===== src/hdl/pbs_pkg.sv =====
`timescale 1ns / 1ps
`default_nettype none

package pbs_pkg;

  localparam logic [31:0] MAX_TICK_GAP_US = 32'd8000;
  localparam logic [15:0] NEAR_ZERO_PHI   = 16'd357;

  localparam int unsigned CFG_IDX_W  = 3;
  localparam int unsigned CFG_DATA_W = 32;

  typedef enum logic [1:0] {
    MODE_IDLE         = 2'd0,
    MODE_WAIT_CAPTURE = 2'd1,
    MODE_WAIT_RELEASE = 2'd2,
    MODE_BALANCE      = 2'd3
  } mode_e;

  typedef enum logic [2:0] {
    OP_TICK   = 3'd0,
    OP_ARM    = 3'd1,
    OP_STOP   = 3'd2,
    OP_ESTOP  = 3'd3,
    OP_REJECT = 3'd4
  } op_e;

  typedef enum logic [2:0] {
    EV_NONE          = 3'd0,
    EV_ARMED         = 3'd1,
    EV_CAPTURE_READY = 3'd2,
    EV_CAPTURE_LOST  = 3'd3,
    EV_BALANCE_START = 3'd4,
    EV_BALANCE_END   = 3'd5,
    EV_STOPPED       = 3'd6,
    EV_ESTOP         = 3'd7
  } event_e;

  typedef enum logic [3:0] {
    RSN_NONE          = 4'd0,
    RSN_OVERRUN       = 4'd1,
    RSN_RATE_NOT_RDY  = 4'd2,
    RSN_BETA          = 4'd3,
    RSN_ARM           = 4'd4,
    RSN_TIME          = 4'd5,
    RSN_REJECTED      = 4'd6,
    RSN_USER_STOP     = 4'd7,
    RSN_BUSY          = 4'd8,
    RSN_NO_DOWN_REF   = 4'd9,
    RSN_NO_ZERO       = 4'd10,
    RSN_MOTOR_OFF     = 4'd11,
    RSN_ARM_FAR       = 4'd12
  } reason_e;

  typedef enum logic [CFG_IDX_W-1:0] {
    CFG_CAPTURE_BETA_MAX = 3'd0,
    CFG_CAPTURE_RATE_MAX = 3'd1,
    CFG_CAPTURE_DWELL_US = 3'd2,
    CFG_RELEASE_BETA_MAX = 3'd3,
    CFG_RELEASE_RATE_MIN = 3'd4,
    CFG_BETA_ABORT       = 3'd5,
    CFG_ARM_ABORT        = 3'd6,
    CFG_BALANCE_TIME_US  = 3'd7
  } cfg_idx_e;

  typedef struct packed {
    logic [13:0] capture_beta_max;
    logic [14:0] capture_rate_max;
    logic [23:0] capture_dwell_us;
    logic [13:0] release_beta_max;
    logic [14:0] release_rate_min;
    logic [13:0] beta_abort;
    logic [14:0] arm_abort;
    logic [31:0] balance_time_us;
  } cfg_t;

endpackage

`default_nettype wire


===== src/hdl/pendulum_balance_supervisor.sv =====
// a word accepted is held in the input register, then registered in the result register
// throughput: one word per cycle while the output is not stalled, set by the input register feeding the result register
// the mode state is updated in the same cycle that loads the result register
// reset (rst_ni low, asynchronous) returns to idle, clears timers and the sample count
// and loads the default thresholds; both channels come out of reset empty
`timescale 1ns / 1ps
`default_nettype none

module pendulum_balance_supervisor (
  input  wire logic                            clk_i,
  input  wire logic                            rst_ni,
  input  wire logic                            cfg_we_i,
  input  wire logic [pbs_pkg::CFG_IDX_W-1:0]   cfg_idx_i,
  input  wire logic [pbs_pkg::CFG_DATA_W-1:0]  cfg_wdata_i,
  input  wire logic                            in_valid_i,
  output      logic                            in_stall_o,
  input  wire logic [2:0]                      in_op_i,
  input  wire logic [31:0]                     in_now_us_i,
  input  wire logic signed [14:0]              in_beta_i,
  input  wire logic signed [15:0]              in_beta_rate_i,
  input  wire logic signed [15:0]              in_phi_i,
  input  wire logic                            in_rate_ready_i,
  input  wire logic                            in_down_ref_ok_i,
  input  wire logic                            in_arm_zero_ok_i,
  input  wire logic                            in_motor_on_i,
  output      logic                            out_valid_o,
  input  wire logic                            out_stall_i,
  output      logic [1:0]                      out_mode_o,
  output      logic [2:0]                      out_event_res_o,
  output      logic [3:0]                      out_reason_o,
  output      logic                            out_run_control_o,
  output      logic                            out_motor_stop_o,
  output      logic                            out_motor_disable_o,
  output      logic [31:0]                     out_sample_count_o,
  output      logic [31:0]                     out_elapsed_us_o
);
  import pbs_pkg::*;

  cfg_t cfg;

  pbs_cfg_regs u_cfg (
    .clk_i       (clk_i),
    .rst_ni      (rst_ni),
    .cfg_we_i    (cfg_we_i),
    .cfg_idx_i   (cfg_idx_i),
    .cfg_wdata_i (cfg_wdata_i),
    .cfg_o       (cfg)
  );

  // input register
  logic        s1_valid_q;
  logic [2:0]  s1_op_q;
  logic [31:0] s1_now_q;
  logic [14:0] s1_beta_q;
  logic [15:0] s1_rate_q;
  logic [15:0] s1_phi_q;
  logic        s1_ready_q;
  logic        s1_down_ok_q;
  logic        s1_zero_ok_q;
  logic        s1_motor_q;

  // supervisor state
  mode_e       mode_q, mode_d;
  logic [31:0] last_tick_q, last_tick_d;
  logic [31:0] dwell_q, dwell_d;
  logic [31:0] run_start_q, run_start_d;
  logic [31:0] samples_q, samples_d;

  // result register
  logic        out_valid_q;
  mode_e       out_mode_q;
  event_e      out_event_q, ev_d;
  reason_e     out_reason_q, rsn_d;
  logic        out_run_q, run_d;
  logic        out_mstop_q, mstop_d;
  logic        out_mdis_q, mdis_d;
  logic [31:0] out_samples_q;
  logic [31:0] out_elapsed_q, elapsed_d;

  logic s2_ready;
  logic proc;
  logic in_accept;

  assign s2_ready   = !out_valid_q || !out_stall_i;
  assign proc       = s1_valid_q && s2_ready;
  assign in_stall_o = s1_valid_q && !s2_ready;
  assign in_accept  = in_valid_i && !in_stall_o;

  always_ff @(posedge clk_i or negedge rst_ni) begin
    if (!rst_ni) begin
      s1_valid_q <= 1'b0;
    end else if (s2_ready || !s1_valid_q) begin
      s1_valid_q <= in_valid_i;
    end
  end

  always_ff @(posedge clk_i) begin
    if (in_accept) begin
      s1_op_q      <= in_op_i;
      s1_now_q     <= in_now_us_i;
      s1_beta_q    <= in_beta_i;
      s1_rate_q    <= in_beta_rate_i;
      s1_phi_q     <= in_phi_i;
      s1_ready_q   <= in_rate_ready_i;
      s1_down_ok_q <= in_down_ref_ok_i;
      s1_zero_ok_q <= in_arm_zero_ok_i;
      s1_motor_q   <= in_motor_on_i;
    end
  end

  // magnitudes
  logic [14:0] abeta;
  logic [15:0] arate;
  logic [15:0] aphi;

  assign abeta = s1_beta_q[14] ? (~s1_beta_q + 15'd1) : s1_beta_q;
  assign arate = s1_rate_q[15] ? (~s1_rate_q + 16'd1) : s1_rate_q;
  assign aphi  = s1_phi_q[15]  ? (~s1_phi_q + 16'd1)  : s1_phi_q;

  logic [31:0] gap;
  logic [31:0] dwell_new;
  logic [31:0] run_time;
  logic        in_window;
  logic        end_en;
  reason_e     end_rsn;

  assign gap       = s1_now_q - last_tick_q;
  assign dwell_new = (dwell_q == 32'd0) ? s1_now_q : dwell_q;
  assign run_time  = s1_now_q - run_start_q;
  assign in_window = (abeta <= {1'b0, cfg.capture_beta_max}) &&
                     (arate <= {1'b0, cfg.capture_rate_max}) &&
                     (aphi <= NEAR_ZERO_PHI);

  always_comb begin
    mode_d      = mode_q;
    last_tick_d = last_tick_q;
    dwell_d     = dwell_q;
    run_start_d = run_start_q;
    samples_d   = samples_q;
    ev_d        = EV_NONE;
    rsn_d       = RSN_NONE;
    run_d       = 1'b0;
    mstop_d     = 1'b0;
    mdis_d      = 1'b0;
    elapsed_d   = 32'd0;
    end_en      = 1'b0;
    end_rsn     = RSN_NONE;

    case (s1_op_q)
      OP_TICK: begin
        last_tick_d = s1_now_q;
        case (mode_q)
          MODE_WAIT_CAPTURE: begin
            if (s1_ready_q && in_window) begin
              dwell_d = dwell_new;
              if ((s1_now_q - dwell_new) >= {8'd0, cfg.capture_dwell_us}) begin
                mode_d  = MODE_WAIT_RELEASE;
                dwell_d = 32'd0;
                ev_d    = EV_CAPTURE_READY;
              end
            end else begin
              dwell_d = 32'd0;
            end
          end
          MODE_WAIT_RELEASE: begin
            if (s1_ready_q) begin
              if (abeta > {1'b0, cfg.release_beta_max}) begin
                mstop_d = 1'b1;
                mode_d  = MODE_WAIT_CAPTURE;
                dwell_d = 32'd0;
                ev_d    = EV_CAPTURE_LOST;
              end else if (arate >= {1'b0, cfg.release_rate_min}) begin
                mstop_d     = 1'b1;
                samples_d   = 32'd0;
                run_start_d = s1_now_q;
                mode_d      = MODE_BALANCE;
                ev_d        = EV_BALANCE_START;
              end
            end
          end
          MODE_BALANCE: begin
            end_en = 1'b1;
            if (gap > MAX_TICK_GAP_US) begin
              end_rsn = RSN_OVERRUN;
            end else if (!s1_ready_q) begin
              end_rsn = RSN_RATE_NOT_RDY;
            end else if (abeta >= {1'b0, cfg.beta_abort}) begin
              end_rsn = RSN_BETA;
            end else if (aphi >= {1'b0, cfg.arm_abort}) begin
              end_rsn = RSN_ARM;
            end else if (run_time >= cfg.balance_time_us) begin
              end_rsn = RSN_TIME;
            end else begin
              end_en    = 1'b0;
              run_d     = 1'b1;
              samples_d = samples_q + 32'd1;
            end
          end
          default: ;
        endcase
      end
      OP_ARM: begin
        if (mode_q != MODE_IDLE) begin
          rsn_d = RSN_BUSY;
        end else if (!s1_down_ok_q) begin
          rsn_d = RSN_NO_DOWN_REF;
        end else if (!s1_zero_ok_q) begin
          rsn_d = RSN_NO_ZERO;
        end else if (!s1_motor_q) begin
          rsn_d = RSN_MOTOR_OFF;
        end else if (aphi > NEAR_ZERO_PHI) begin
          rsn_d = RSN_ARM_FAR;
        end else begin
          mstop_d = 1'b1;
          dwell_d = 32'd0;
          mode_d  = MODE_WAIT_CAPTURE;
          ev_d    = EV_ARMED;
        end
      end
      OP_STOP: begin
        if (mode_q == MODE_BALANCE) begin
          end_en  = 1'b1;
          end_rsn = RSN_USER_STOP;
        end else begin
          mstop_d = 1'b1;
          mode_d  = MODE_IDLE;
          dwell_d = 32'd0;
          ev_d    = EV_STOPPED;
          rsn_d   = RSN_USER_STOP;
        end
      end
      OP_ESTOP: begin
        mdis_d  = 1'b1;
        mode_d  = MODE_IDLE;
        dwell_d = 32'd0;
        ev_d    = EV_ESTOP;
      end
      OP_REJECT: begin
        if (mode_q == MODE_BALANCE) begin
          end_en  = 1'b1;
          end_rsn = RSN_REJECTED;
        end
      end
      default: ;
    endcase

    if (end_en) begin
      ev_d      = EV_BALANCE_END;
      rsn_d     = end_rsn;
      mstop_d   = 1'b1;
      elapsed_d = run_time;
      mode_d    = MODE_IDLE;
      dwell_d   = 32'd0;
    end
  end

  always_ff @(posedge clk_i or negedge rst_ni) begin
    if (!rst_ni) begin
      mode_q      <= MODE_IDLE;
      last_tick_q <= 32'd0;
      dwell_q     <= 32'd0;
      run_start_q <= 32'd0;
      samples_q   <= 32'd0;
    end else if (proc) begin
      mode_q      <= mode_d;
      last_tick_q <= last_tick_d;
      dwell_q     <= dwell_d;
      run_start_q <= run_start_d;
      samples_q   <= samples_d;
    end
  end

  always_ff @(posedge clk_i or negedge rst_ni) begin
    if (!rst_ni) begin
      out_valid_q <= 1'b0;
    end else if (s2_ready) begin
      out_valid_q <= s1_valid_q;
    end
  end

  always_ff @(posedge clk_i) begin
    if (proc) begin
      out_mode_q    <= mode_d;
      out_event_q   <= ev_d;
      out_reason_q  <= rsn_d;
      out_run_q     <= run_d;
      out_mstop_q   <= mstop_d;
      out_mdis_q    <= mdis_d;
      out_samples_q <= samples_d;
      out_elapsed_q <= elapsed_d;
    end
  end

  assign out_valid_o         = out_valid_q;
  assign out_mode_o          = out_mode_q;
  assign out_event_res_o     = out_event_q;
  assign out_reason_o        = out_reason_q;
  assign out_run_control_o   = out_run_q;
  assign out_motor_stop_o    = out_mstop_q;
  assign out_motor_disable_o = out_mdis_q;
  assign out_sample_count_o  = out_samples_q;
  assign out_elapsed_us_o    = out_elapsed_q;

  // state moves only when a word is processed
  a_state_hold: assert property (@(posedge clk_i) disable iff (!rst_ni)
    !proc |=> $stable(mode_q) && $stable(samples_q) && $stable(dwell_q))
    else $error("supervisor state changed without a word");

  // control samples are issued only while balancing
  a_run_in_balance: assert property (@(posedge clk_i) disable iff (!rst_ni)
    out_valid_q && out_run_q |-> out_mode_q == MODE_BALANCE && out_event_q == EV_NONE)
    else $error("run_control outside balance");

  // emergency stop always lands in idle without a motor stop request
  a_estop_idle: assert property (@(posedge clk_i) disable iff (!rst_ni)
    out_valid_q && out_mdis_q |-> out_mode_q == MODE_IDLE && !out_mstop_q &&
                                  out_event_q == EV_ESTOP)
    else $error("emergency stop result inconsistent");

  // a balance end leaves the supervisor idle
  a_end_idle: assert property (@(posedge clk_i) disable iff (!rst_ni)
    proc && ev_d == EV_BALANCE_END |=> mode_q == MODE_IDLE && dwell_q == 32'd0)
    else $error("balance end did not return to idle");

endmodule

`default_nettype wire


===== src/hdl/pbs_cfg_regs.sv =====
`timescale 1ns / 1ps
`default_nettype none

module pbs_cfg_regs (
  input  wire logic                            clk_i,
  input  wire logic                            rst_ni,
  input  wire logic                            cfg_we_i,
  input  wire logic [pbs_pkg::CFG_IDX_W-1:0]   cfg_idx_i,
  input  wire logic [pbs_pkg::CFG_DATA_W-1:0]  cfg_wdata_i,
  output pbs_pkg::cfg_t                        cfg_o
);
  import pbs_pkg::*;

  cfg_t cfg_q;

  always_ff @(posedge clk_i or negedge rst_ni) begin
    if (!rst_ni) begin
      cfg_q.capture_beta_max <= 14'd143;
      cfg_q.capture_rate_max <= 15'd26;
      cfg_q.capture_dwell_us <= 24'd500000;
      cfg_q.release_beta_max <= 14'd573;
      cfg_q.release_rate_min <= 15'd13;
      cfg_q.beta_abort       <= 14'd1430;
      cfg_q.arm_abort        <= 15'd6434;
      cfg_q.balance_time_us  <= 32'd30000000;
    end else if (cfg_we_i) begin
      case (cfg_idx_i)
        CFG_CAPTURE_BETA_MAX: cfg_q.capture_beta_max <= cfg_wdata_i[13:0];
        CFG_CAPTURE_RATE_MAX: cfg_q.capture_rate_max <= cfg_wdata_i[14:0];
        CFG_CAPTURE_DWELL_US: cfg_q.capture_dwell_us <= cfg_wdata_i[23:0];
        CFG_RELEASE_BETA_MAX: cfg_q.release_beta_max <= cfg_wdata_i[13:0];
        CFG_RELEASE_RATE_MIN: cfg_q.release_rate_min <= cfg_wdata_i[14:0];
        CFG_BETA_ABORT:       cfg_q.beta_abort       <= cfg_wdata_i[13:0];
        CFG_ARM_ABORT:        cfg_q.arm_abort        <= cfg_wdata_i[14:0];
        CFG_BALANCE_TIME_US:  cfg_q.balance_time_us  <= cfg_wdata_i[31:0];
        default: ;
      endcase
    end
  end

  assign cfg_o = cfg_q;

endmodule

`default_nettype wire


===== config.mk =====
export PLATFORM = sky130hd
export DESIGN_NAME = pendulum_balance_supervisor
export DESIGN_NICKNAME = d
export VERILOG_FILES = /design/src/hdl/pbs_pkg.sv /design/src/hdl/pendulum_balance_supervisor.sv /design/src/hdl/pbs_cfg_regs.sv
export SDC_FILE = /design/constraint.sdc
export NUM_CORES = 1
export LEC_CHECK = 0
export BUFFER_PORTS_ARGS = -buffer_cell sky130_fd_sc_hd__buf_2
export CAP_MARGIN = 40
export CORE_MARGIN = 8
export CORE_UTILIZATION = 50
export CTS_CLUSTER_SIZE = 20
export DETAILED_ROUTE_END_ITERATION = 7
export PLACE_DENSITY_LB_ADDON = 0.2
export SLEW_MARGIN = 20
export SYNTH_ARGS = -nofsm -noshare
export SYNTH_HDL_FRONTEND = slang
export SYNTH_SLANG_ARGS = --single-unit

===== constraint.sdc =====
create_clock -name clk_i -period 7.7 [get_ports clk_i]
set_clock_uncertainty 0.1 [all_clocks]
set_input_delay 1.54 -clock clk_i [delete_from_list [all_inputs] [get_ports clk_i]]
set_output_delay 1.54 -clock clk_i [all_outputs]
set_load 0.02 [all_outputs]

==> reports/metrics.yaml, run 1 <==
switchingPower_w: 0.00333
fin_nets: 3453
crit_fanout: 17
drt_pass1_iterations: 5
antenna_left: 0
clk_pin_slew_ns: 0.06
grt_usage_pct: 23.8
p_total_w: 0.00895
syn_inst: 2907
portBuffers: 203
pwr-share-comb_pct: 38.9
finalHoldViolCount: 0
synthFlopType: "dfrtp_1"
place_congestion: 0.930
hp-class: "register to register"
seq_area_frac_synth_pct: 42.3
finalCritPeriodShare_pct: 93.5
nFillCells: 4889
synth_edf_count: 162
syn_area_per_cell_um2: 9.60
clk_latency_ns: 0.63
ys_types: 89
num_io_pins: 204
path_cells: "ha_1 -> nor2b_1 -> o31a_1 -> o31ai_1 -> a21oi_1 -> a31oi_1 -> o21ai_0 -> o41ai_1 -> o2111ai_1 -> a21oi_1 -> xnor2_1 -> ha_1 -> nor2_1 -> nand3_1 -> a2111oi_0 -> a211o_1 -> nor3b_1 -> nand3_1 -> nor3_4 -> buf_4 -> nand2_1 -> or4_1 -> nand3_1"
finalCriticalPeriod_ns: 7.20
slew_viol_final: 0
cp_slowest_cell: "edfxtp_1"
endpoint_kind: "register"
intPower_w: 0.00561
core_um2: 55100
tns_ns: 0
power_frac_seq_pct: 33.8
die_h_um: 252
tightest_slew_ns: 0.909
postCtsSetupBuffers: 0
via_per_inst: 5.87
antenna_found_initial: 6
vias: 22700
grt_max_degree: 154
p_leak_nw: 14.0
htreeDepth: 2
max_freq_mhz: 139
die_area_um2: 63600
irDropWorstVdd_uv: 195
switching_share_pct: 37.2
wl_mm: 77.1
slowest_delay_ns: 0.56
cp.required_ns: 8.07
grt_pass1_vias: 22300
slew_headroom_pct: 37.8
cts_root_buffer: "clkbuf_16"
max-clock-path-buffers: 3
synthToLayoutAreaGrowth_pct: 12.6
cp.buffers_inverters: 1
synth_area_um2: 27900
grt_pass1_wl_mm: 122
cts_buffers: 50
reg2reg_depth: 23
cts_hold_buf: 0
drive_above_1_share_pct: 16.5
row_count: 86
hold_path_depth: 1
crit_type: "register to register"
ys_ff_latch: 437
hpwlAfterDp_mm: 57.2
cts_tree: "yes"
start_util_pct: 50.7
grt_overflow: 0
routedWlPerCell_um: 19.9
remaining_drc_errors: 0
cp.arrival_ns: 7.57
synthArstFlopShare_pct: 62.9
clock-sinks: 437
path_delay_family: "compound AO/OA/AOI/OAI gates"
rsz0062_at_grt: "no"
worstSetupPathDepth: 23
yosys_warnings: 0
status: "complete, no violations"
die_w_um: 252
dr.first_iter.drc_count: 1737
clockPowerShare_pct: 27.3
power_density_nw_per_um2: 285
drv_cap: 0
crit_top_cell: "nand3_1"
cts_resized: 0
setup_violations: 0
cp-start-kind: "register"
syn-num-nets: 3281
## per-layer routing
metal	track usage, %	wire [um]	up-vias
met4	6.99	2120	6
li1	-	-	10900
met5	0	31	-
met1	32.6	34600	10900
met2	38.5	35400	709
met3	4.10	5000	141
## layout make-up
| type | instances | area (um2) | area share [%] |
|---|---|---|---|
| repair buffers | 238 | 1360 | 4.31 |
| multi-input cells | 2092 | 14700 | 46.7 |
| inverters | 260 | 977 | 3.11 |
| clock inverters | 26 | 310 | 0.987 |
| diodes | 1 | 2.50 | 0.00796 |
| well taps | 748 | 936 | 2.98 |
| flip-flops and latches | 437 | 11800 | 37.6 |
| clock buffers | 68 | 1380 | 4.39 |
## sequential cells by signal, summed over array words and instances, names as in the netlist, 2 cells and up
name,cells
u_cfg.cfg_o,143
dwell_q,32
last_tick_q,32
out_elapsed_us_o,32
out_sample_count_o,32
run_start_q,32
s1_now_q,32
samples_q,32
s1_phi_q,16
s1_rate_q,16
s1_beta_q,15
out_reason_o,4
out_event_res_o,3
s1_op_q,3
mode_q,2
out_mode_o,2
## cells in the mapped netlist, drive strengths merged (11+ instances only)
| cell | instances | area share [%] |
|---|---|---|
| clkbuf | 93 | 1.3 |
| or3 | 17 | 0.38 |
| a41oi | 13 | 0.41 |
| dfrtp | 230 | 21 |
| nand4 | 46 | 1.0 |
| ha | 245 | 11 |
| xnor2 | 89 | 2.8 |
| o21ai | 251 | 4.5 |
| nand3 | 83 | 1.5 |
| xor2 | 26 | 0.82 |
| or4 | 26 | 0.74 |
| o21a | 33 | 0.89 |
| dfstp | 45 | 4.2 |
| o21bai | 16 | 0.43 |
| and3 | 33 | 0.74 |
| mux2 | 81 | 3.3 |
| nand2 | 309 | 4.2 |
| and2 | 53 | 1.2 |
| a21oi | 157 | 2.8 |
| a211oi | 24 | 0.65 |
| nor2b | 19 | 0.43 |
| a31oi | 46 | 1.1 |
| o211ai | 28 | 0.79 |
| a21o | 84 | 2.3 |
| nor3 | 73 | 1.9 |
| o41ai | 11 | 0.35 |
| nor2 | 108 | 1.5 |
| nor4 | 24 | 0.65 |
| nand2b | 21 | 0.47 |
| o31ai | 29 | 0.78 |
| buf | 25 | 0.58 |
| edfxtp | 162 | 17 |
| inv | 260 | 3.5 |
## through the flow
stage	hold WS (ns)	area [um2]	instances	util [%]	setup slack (ns)
2_1_floorplan	0.354	27900	2907	-	2.17
3_3_place_gp	0.371	29600	3766	53.7	0.961
3_5_place_dp	0.384	29700	3770	53.8	0.707
4_1_cts	0.401	31400	3864	56.9	0.671
5_1_grt	0.422	31400	3869	57.0	0.0685
6_report	0.401	31400	3870	57.0	0.498
## kinds of logic (layout without fill, tap and decap cells)
family	after synthesis	in the layout	share of synthesized area (%)
xor gates and xnor gates	115	115	3.61
and+or+nand+nor	849	849	15.8
DFF	437	437	42.3
buffers and inverters	378	592	5.33
AOI/OAI and AO/OA	789	789	18.2
muxes	91	91	3.63
other	0	1	0
adders and majority gates	248	248	11.2
## power by group through the flow
stage / Combinational [W] / Clock, W / Sequential (W)
finish: 0.00348 / 0.00245 / 0.00302
floorplan: 0.00246 / 0 / 0.00305
global placement: 0.00332 / 0 / 0.00305
detailed placement: 0.00342 / 0 / 0.00306
CTS: 0.00345 / 0.00251 / 0.00302
global route: 0.00389 / 0.00259 / 0.00306
## layout by cell type, fill, tap and decap left out, types with 19 or more instances in the layout
cell type	n
o21a_1	33
edfxtp_1	162
ha_1	245
nor2_1	104
a31oi_1	45
a21o_1	84
nand2_1	308
nand3_1	82
dfrtp_1	230
or4_1	23
o211ai_1	26
and3_1	33
buf_2	202
clkbuf_16	51
nor2b_1	19
mux2_2	81
dfstp_2	45
o31ai_1	29
nand2b_1	21
a211oi_1	24
nor3_2	32
buf_4	27
and2_1	52
inv_1	259
nor3_1	40
a21oi_1	156
xnor2_1	89
nand4_1	46
nor4_1	22
xor2_1	26
o21ai_0	241
## path summary, 6_finish.rpt
| kind | slack [ns] | end | startpoint |
|---|---|---|---|
| worst max-delay path | 0.50 | out_sample_count_o[22] | s1_now_q[1] |
| worst min-delay path | 0.40 | out_valid_o | s1_valid_q |
| worst max register to register | 0.50 | out_sample_count_o[22] | s1_now_q[1] |
| worst min register to register | 0.40 | out_valid_o | s1_valid_q |
| max in group asynchronous | 5.44 | last_tick_q[27] | rst_ni |
| min in group asynchronous | 0.75 | u_cfg.cfg_o[121] | rst_ni |
Note: power is estimated with default switching activity, not from simulation.
==> inputs of run 2 (changes only) <==
==> constraint.sdc (replaced) <==
create_clock -name clk_i -period 7.7 [get_ports clk_i]
set_clock_uncertainty 0.1 [all_clocks]
set_input_delay 0.77 -clock clk_i [delete_from_list [all_inputs] [get_ports clk_i]]
set_output_delay 0.77 -clock clk_i [all_outputs]
set_load 0.02 [all_outputs]
==> reports/metrics.yaml, run 2 (synthesized netlist as in run 1, its figures left out) <==
pre_cts_ws_ns: 0.781  # +0.0737 ns
hold_slack_ns: 0.0973  # -0.304 ns
routedWlPerCell_um: 20.0  # +0.40%
endpoint_kind: "register"
slowest_delay_ns: 0.56  # about the same
via_per_inst: 5.87  # +0.16%
grt_pass1_vias: 22600  # +1.1%
start_util_pct: 50.7  # unchanged
cp_slowest_cell: "edfxtp_1"
setup_violations: 0  # unchanged
status: "complete, no violations"
grt_pass1_wl_mm: 122  # -0.13%
dp_cells: 3773  # +0.080%
layout_commonest_cell: "nand2_1"
hpwlAfterDp_mm: 57.7  # +0.81%
clk_latency_ns: 0.62  # about the same
crit_type: "register to register"
wl_mm: 77.5  # +0.46%
path_delay_family: "compound AO/OA/AOI/OAI gates"
crit_fanout: 17  # unchanged
core_um2: 55100  # unchanged
clock-sinks: 437  # unchanged
finalHoldViolCount: 0  # unchanged
grt_usage_pct: 23.8  # about the same
power_density_nw_per_um2: 287  # +0.91%
layout_setup_ws_ns: 0.647  # +0.149 ns
synthToLayoutAreaGrowth_pct: 12.8
cp.arrival_ns: 7.43  # -0.14 ns
postCtsSetupBuffers: 0  # unchanged
drv_cap: 0  # unchanged
cp-start-kind: "register"
die_area_um2: 63600  # unchanged
cts_buffers: 51  # +2.0%
drt_pass1_iterations: 6  # +1
max-clock-path-buffers: 3  # unchanged
grt_max_degree: 114  # -26%
p_leak_nw: 14.0  # +0.29%
vias: 22700  # +0.21%
cts_tree: "yes"
htreeDepth: 2  # unchanged
max_freq_mhz: 142  # +2.1%
dr.first_iter.drc_count: 1881  # +8.3%
fin_nets: 3455  # +0.058%
rsz0062_at_grt: "no"
irDropWorstVdd_uv: 166  # -15%
cts_root_buffer: "clkbuf_16"
portBuffers: 203  # unchanged
cts_hold_buf: 0  # unchanged
die_w_um: 252  # unchanged
num_io_pins: 204  # unchanged
finalCriticalPeriod_ns: 7.05  # -0.149 ns
p_total_w: 0.00905  # +1.1%
clk_pin_slew_ns: 0.06  # about the same
final_cell_mix: "nand2_1 (308), inv_1 (259), ha_1 (245)"
crit_top_cell: "nand3_1"
row_count: 86  # unchanged
largest_reg_flops: 143  # unchanged
cp.buffers_inverters: 1  # unchanged
antenna_found_initial: 5  # -1
antenna_left: 0  # unchanged
slew_headroom_pct: 35.2  # -2.6 points
die_h_um: 252  # unchanged
cts_resized: 0  # unchanged
cp.required_ns: 8.08  # about the same
hp-class: "primary input to async pin"
tns_ns: 0  # unchanged
finalNonFillerCells: 3872  # +0.052%
tightest_slew_ns: 0.948  # +0.0386 ns
path_cells: "ha_1 -> nor2b_1 -> o31a_1 -> o31ai_1 -> a21oi_1 -> a31oi_1 -> o21ai_0 -> o41ai_1 -> o2111ai_1 -> a21oi_1 -> xnor2_1 -> ha_1 -> nor2_1 -> nand3_1 -> a2111oi_0 -> a211o_1 -> nor3b_1 -> nand3_1 -> nor3_4 -> buf_4 -> nand2_1 -> or4_1 -> nand3_1"
place_congestion: 0.929  # -0.12%
finalCritPeriodShare_pct: 91.6  # -1.9 points
drive_above_1_share_pct: 16.6  # +0.11 points
grt_overflow: 0  # unchanged
remaining_drc_errors: 0  # unchanged
diodes: 0  # -1
slew_viol_final: 0  # unchanged
## run 2: cell types whose count changed in the layout (fill, tap and decap cells not counted), sizes merged
cell,previous run,this run
bufinv,5,7
buf,237,239
diode,1,0
clkbuf,69,66
clkinvlp,4,3
inv,262,261
clkinv,15,19
## run 2: layout make-up
| cell class | instances | area, um2 |
|---|---|---|
| repair buffers | 239 | 1350 |
| flip-flops and latches | 437 | 11800 |
| clock buffers | 66 | 1410 |
| clock inverters | 30 | 349 |
| well taps | 748 | 936 |
| inverters | 260 | 977 |
| fillers | 4835 | 23600 |
| multi-input cells | 2092 | 14700 |
## run 2: layer usage
| layer | share of wire [%] | global-route usage [%] | vias up |
|---|---|---|---|
| met2 | 45 | 37.8 | 747 |
| met1 | 46 | 32.7 | 10900 |
| met5 | 0.030 | 0 | - |
| li1 | - | - | 10900 |
| met4 | 3.5 | 8.98 | 4 |
| met3 | 6.0 | 3.59 | 167 |
## run 2: where the power goes
group          internal [W]  total [W]  switching (W)
clock network       0.00153    0.00255        0.00102
registers           0.00282    0.00302       0.000197
logic               0.00135    0.00348        0.00212
## run 2: through the flow
step / utilization [%] / cell area [um2]
finish: 57.2 / 31500
global route: 57.2 / 31500
CTS: 57.1 / 31500
detailed placement: 53.9 / 29700
global placement: 53.7 / 29600
floorplan: - / 27900
## run 2: final timing paths
kind | slack, ns | to | startpoint | cells past startpoint
setup / recovery | 0.65 | out_sample_count_o[22] | s1_now_q[1] | 23
hold / removal | 0.1 | u_cfg.cfg_o[114] | rst_ni | 1
setup reg to reg | 0.65 | out_sample_count_o[22] | s1_now_q[1] | 23
hold reg to reg | 0.39 | last_tick_q[0] | last_tick_q[0] | 2
max in group asynchronous | 5.99 | last_tick_q[24] | rst_ni | 3
min in group clk_i | 0.22 | s1_rate_q[10] | in_beta_rate_i[10] | 1
